--- config.mk ---
export PLATFORM = sky130hd
export DESIGN_NAME = mtp_div_cell
export DESIGN_NICKNAME = d
export VERILOG_FILES = /design/src/mtp_pkg.sv /design/src/mtp_div_cell.sv
export SDC_FILE = /design/constraint.sdc
export NUM_CORES = 1
export LEC_CHECK = 0
export BUFFER_PORTS_ARGS = -buffer_cell sky130_fd_sc_hd__buf_2
export CAP_MARGIN = 20
export CORE_AREA = 5 5 259 261
export CTS_CLUSTER_SIZE = 8
export DETAILED_ROUTE_END_ITERATION = 7
export DIE_AREA = 0 0 264 266
export MAX_ROUTING_LAYER = met4
export SETUP_SLACK_MARGIN = 0.1
export SLEW_MARGIN = 20
export SYNTH_ARGS = -nofsm -noshare
export SYNTH_HDL_FRONTEND = slang
export SYNTH_SLANG_ARGS = --single-unit
--- constraint.sdc ---
create_clock -name clk -period 6 [get_ports clk]
set_input_delay 1.8 -clock clk [delete_from_list [all_inputs] [get_ports clk]]
set_output_delay 1.8 -clock clk [all_outputs]
set_load 0.03 [all_outputs]
--- src/mtp_pkg.sv ---
`timescale 1ns / 1ps
`default_nettype none
// ----------------------------------------------------------------------------
// mtp_pkg - shared types and constants for the three-point Mobius map
// Register indexes, default widths, multiplier digit size and the side-band
// structs that travel down the pipeline with each transaction.
// ----------------------------------------------------------------------------
package mtp_pkg;

    // Default number format: Q16.16
    localparam int DATA_WIDTH_DEF = 32;
    localparam int FRAC_BITS_DEF  = 16;

    // Digit width of the digit-serial multipliers
    localparam int MUL_DIGIT = 17;

    // Configuration register index
    localparam int CFG_IDX_W = 3;

    typedef enum logic [CFG_IDX_W-1:0] {
        REG_ZERO_RE = 3'd0,
        REG_ZERO_IM = 3'd1,
        REG_ONE_RE  = 3'd2,
        REG_ONE_IM  = 3'd3,
        REG_INF_RE  = 3'd4,
        REG_INF_IM  = 3'd5
    } mtp_reg_idx_t;

    // Per-quotient tag carried through the divider cells
    typedef struct packed {
        logic neg;   // quotient is negative
        logic big;   // quotient already known to be out of range
    } mtp_tag_t;

    // Per-transaction side-band from the numerator/denominator stage
    typedef struct packed {
        logic inf;    // denominator is exactly zero
        logic pos_r;  // real part of N strictly positive
        logic pos_i;  // imaginary part of N strictly positive
        logic sn_r;   // sign of Nr
        logic sn_i;   // sign of Ni
        logic sm_r;   // sign of Mr
        logic sm_i;   // sign of Mi
    } mtp_side_t;

endpackage
`default_nettype wire

--- src/mtp_div_cell.sv ---
`timescale 1ns / 1ps
`default_nettype none
// ----------------------------------------------------------------------------
// mtp_div_cell - one restoring division step
// Shifts one numerator bit into the partial remainder, subtracts the divisor
// when it fits and appends the quotient bit; hands all to the next cell.
// ----------------------------------------------------------------------------
module mtp_div_cell
    import mtp_pkg::*;
#(
    parameter int RW   = 135,
    parameter int QB   = 34,
    parameter int DENW = 133
)
(
    input  wire logic            clk,
    input  wire logic [RW-1:0]   rem_in,
    input  wire logic [QB-1:0]   low_in,
    input  wire logic [QB-1:0]   quo_in,
    input  wire logic [DENW-1:0] den_in,
    input  wire mtp_tag_t        tag_in,
    output logic      [RW-1:0]   rem_out,
    output logic      [QB-1:0]   low_out,
    output logic      [QB-1:0]   quo_out,
    output logic      [DENW-1:0] den_out,
    output mtp_tag_t             tag_out
);

    logic [RW-1:0]   rem_reg;
    logic [QB-1:0]   low_reg;
    logic [QB-1:0]   quo_reg;
    logic [DENW-1:0] den_reg;
    mtp_tag_t        tag_reg;

    logic [RW-1:0] shifted;
    logic [RW-1:0] dext;
    logic [RW-1:0] diff;
    logic          fits;

    // trial subtract
    always_comb
    begin
        shifted = {rem_in[RW-2:0], low_in[QB-1]};
        dext    = RW'(den_in);
        diff    = shifted - dext;
        fits    = (shifted >= dext);
    end

    always_ff @(posedge clk)
    begin
        rem_reg <= fits ? diff : shifted;
        low_reg <= low_in << 1;
        quo_reg <= {quo_in[QB-2:0], fits};
        den_reg <= den_in;
        tag_reg <= tag_in;
    end

    assign rem_out = rem_reg;
    assign low_out = low_reg;
    assign quo_out = quo_reg;
    assign den_out = den_reg;
    assign tag_out = tag_reg;

endmodule
`default_nettype wire

==> results.cfg <==
[outcome]
outcome = finished, final reports clean

[global_routing]
grt_pass1_vias = 17439
grt_overflow_total = 0
grt_first_pass_wirelength_mm = 105.7
grt_max_degree = 71
grt_use_total_pct = 19.82
antenna_found_initial = 22

[placed_design]
routabilityCongestion = 0.9291
place_area_um2 = 22020
dp_hpwl_mm = 61.76
io_buffers = 673

[sta]
hold_viol_final = 0
max_freq_ghz = 0.1902
rsz0062_at_grt = no
setup_viol = 0
relSlewSlack_pct = 37.38
drv_slew = 0
period_needed_ps = 5257
fin_setup_tns_ps = 0
tightest_slew_ps = 929.5
fin_crit_sh_pct = 87.62

[critical_path]
worstPathCellList = buf_2, inv_1, ha_1, nor2b_1, o31a_1, o211ai_1, a211oi_1, o21ai_1, a31oi_1, buf_4, nor3_2, o21ai_1, a221oi_2, o21ai_1, buf_4, a2111oi_2, xor2_1
slowest_delay_ps = 410
required_ps = 6500
worstPathArrival_ps = 5760
startpoint_type = input port
crit_path_frequent_cell = o21ai_1
crit_path_end_kind = flip-flop
critPathMaxFanout = 4
critPathKind = input port to flip-flop
slowest_stage = a2111oi_2

[cts]
cts_buffers = 49
cts_hold_buf = 0
clockBufferDepth = 3
postCtsSetupRepairBufs = 0
htree_levels = 2
cts_tree = done
cts_root_buffer = clkbuf_16
clk_pin_slew_ps = 50
cts_resized = 0
cts_sinks = 337

[detailed_routing]
routedWlPerCell_um = 19.43
drtAntennaViolNets = 0
wirelength_mm = 72.38
routed_via_density = 4.804
vias = 17900
drt-initial-drc-count = 1176
first_pass_iters = 5
drc_errors = 0

[floorplan]
core_um2 = 64230
rows = 93
die_area_um2 = 70220
die_w_um = 264
start_util_pct = 27.47
ios = 677
dieHeight_um = 266

[layout]
seqCellArea_um2 = 6746
final_nets = 3322
drive_gt1_share_pct = 27.92
fillers = 6804
area_growth_pct = 32.60
multiInputGateArea_um2 = 9772
postLayoutCellArea_um2 = 23400

[worst_hold_path]
min_path_cells = 1
hold_path_end = quo_out[13]
min_from = quo_in[12]
hold_path.class = input port to flip-flop

[synthesis]
synth_cells = 2183
async_reset_ff_share_pct = 0
synth_edf_count = 0
yosysSeqAreaShare_pct = 38.24
synth.cell_area_um2 = 17640
syn-num-nets = 2656
synth.yosys.warnings = 0
synth_area_per_cell_um2 = 8.083
ys_ff_latch = 337
synth_cell_types = 71
ys.flop_type = dfxtp_1

[run]
drv_cap = 0

[power]
irDropWorstVdd_mv = 0.2216
leakage_nw = 10.88
power_density_nw_per_um2 = 319.9
## cells in the mapped netlist, types with 12 or more instances
cell type | instances | area share [%]
o21ai_0 | 240 | 6.8
o31ai_1 | 16 | 0.68
xnor2_1 | 76 | 3.8
buf_2 | 33 | 0.94
o21ai_1 | 27 | 0.77
nor3_1 | 43 | 1.2
a221oi_1 | 12 | 0.60
nand3_1 | 25 | 0.71
nand2_1 | 280 | 6.0
a21oi_1 | 209 | 5.9
xor2_1 | 53 | 2.6
a21o_1 | 39 | 1.7
a211oi_1 | 16 | 0.68
nor2_1 | 126 | 2.7
o21a_1 | 19 | 0.81
dfxtp_1 | 337 | 38
o21bai_1 | 39 | 1.7
inv_1 | 178 | 3.8
ha_1 | 133 | 9.4
nand4_1 | 71 | 2.5
clkbuf_1 | 62 | 1.3
## layer usage
layer	part of all wire, %	GRT usage, %	vias to the layer above
met2	47	32.86	667
met1	43	24.60	8208
li1	-	-	8924
met3	7.4	4.442	101
met4	2.5	5.161	0
met5	0	-	-
## registers in the layout, indices dropped and copies added (netlist names)
register and cells:
den_out 133, low_out 33, quo_out 34, rem_out 135, tag_out 2
## worst max-delay path by stage
stage / from / end / slack (ps)
detailed placement: den_in[64] / rem_out[133] / 140
finish: den_in[1] / rem_out[133] / 740
floorplan: low_in[33] / rem_out[70] / 1200
global placement: den_in[1] / rem_out[133] / 170
CTS: den_in[1] / rem_out[133] / 750
global route: den_in[12] / rem_out[133] / 560
## worst max-delay path, delay by kind of cell
| kind | cells | cell delay (ps) |
|---|---|---|
| AO/OA/AOI/OAI | 9 | 2500 |
| XOR/XNOR | 1 | 190 |
| adder cells (fa/ha/maj) | 1 | 290 |
| buffers and inverters | 4 | 560 |
| AND/OR/NAND/NOR | 2 | 400 |
## layout by cell type, fill, tap and decap left out, types with 43 or more instances in the layout
cell and instances:
o21ai_0 240, buf_2 673, inv_1 178, nor2_1 126, a21oi_1 209, dfxtp_1 337
nor3_1 43, xor2_1 53, xnor2_1 76, nand2_1 280, nand4_1 71, clkbuf_16 50
ha_1 133
## final cells by class
class | count | share of cell area, %
multi-input cells | 1566 | 41.77
flip-flops and latches | 337 | 28.84
repair buffers | 717 | 16.08
clock buffers | 55 | 5.428
well taps | 855 | 4.572
inverters | 178 | 2.856
clock inverters | 5 | 0.3262
diodes | 13 | 0.1390
## through the flow
step	total power [W]	setup slack [ps]	hold slack (ps)	util [%]	std cells
after floorplan	0.004164	1198	1828	-	2183
after CTS	0.007570	748.2	1284	36.37	3713
after global placement	0.005014	173.3	1902	34.28	3653
after detailed placement	0.005014	140.4	1904	34.28	3653
after global routing	0.007865	562.7	1291	36.42	3724
final	0.007485	742.7	1326	36.42	3726
## kinds of logic after synthesis
logic type,Yosys count,share of synthesized area (%)
mux,9,0.5744
other cells,1,0.02125
buf+inv,280,6.382
fa+ha+maj,134,9.545
flops,337,38.24
xor+xnor,129,6.403
compound gates,688,23.23
simple gates,605,15.61
## where the power goes
group          switching (W)  leakage (nW)  internal, W
registers          0.0000702          2.84      0.00253
clock network        0.00100         0.661      0.00151
logic                0.00162          7.38     0.000753
No activity file was read; power rests on OpenSTA's default activity.
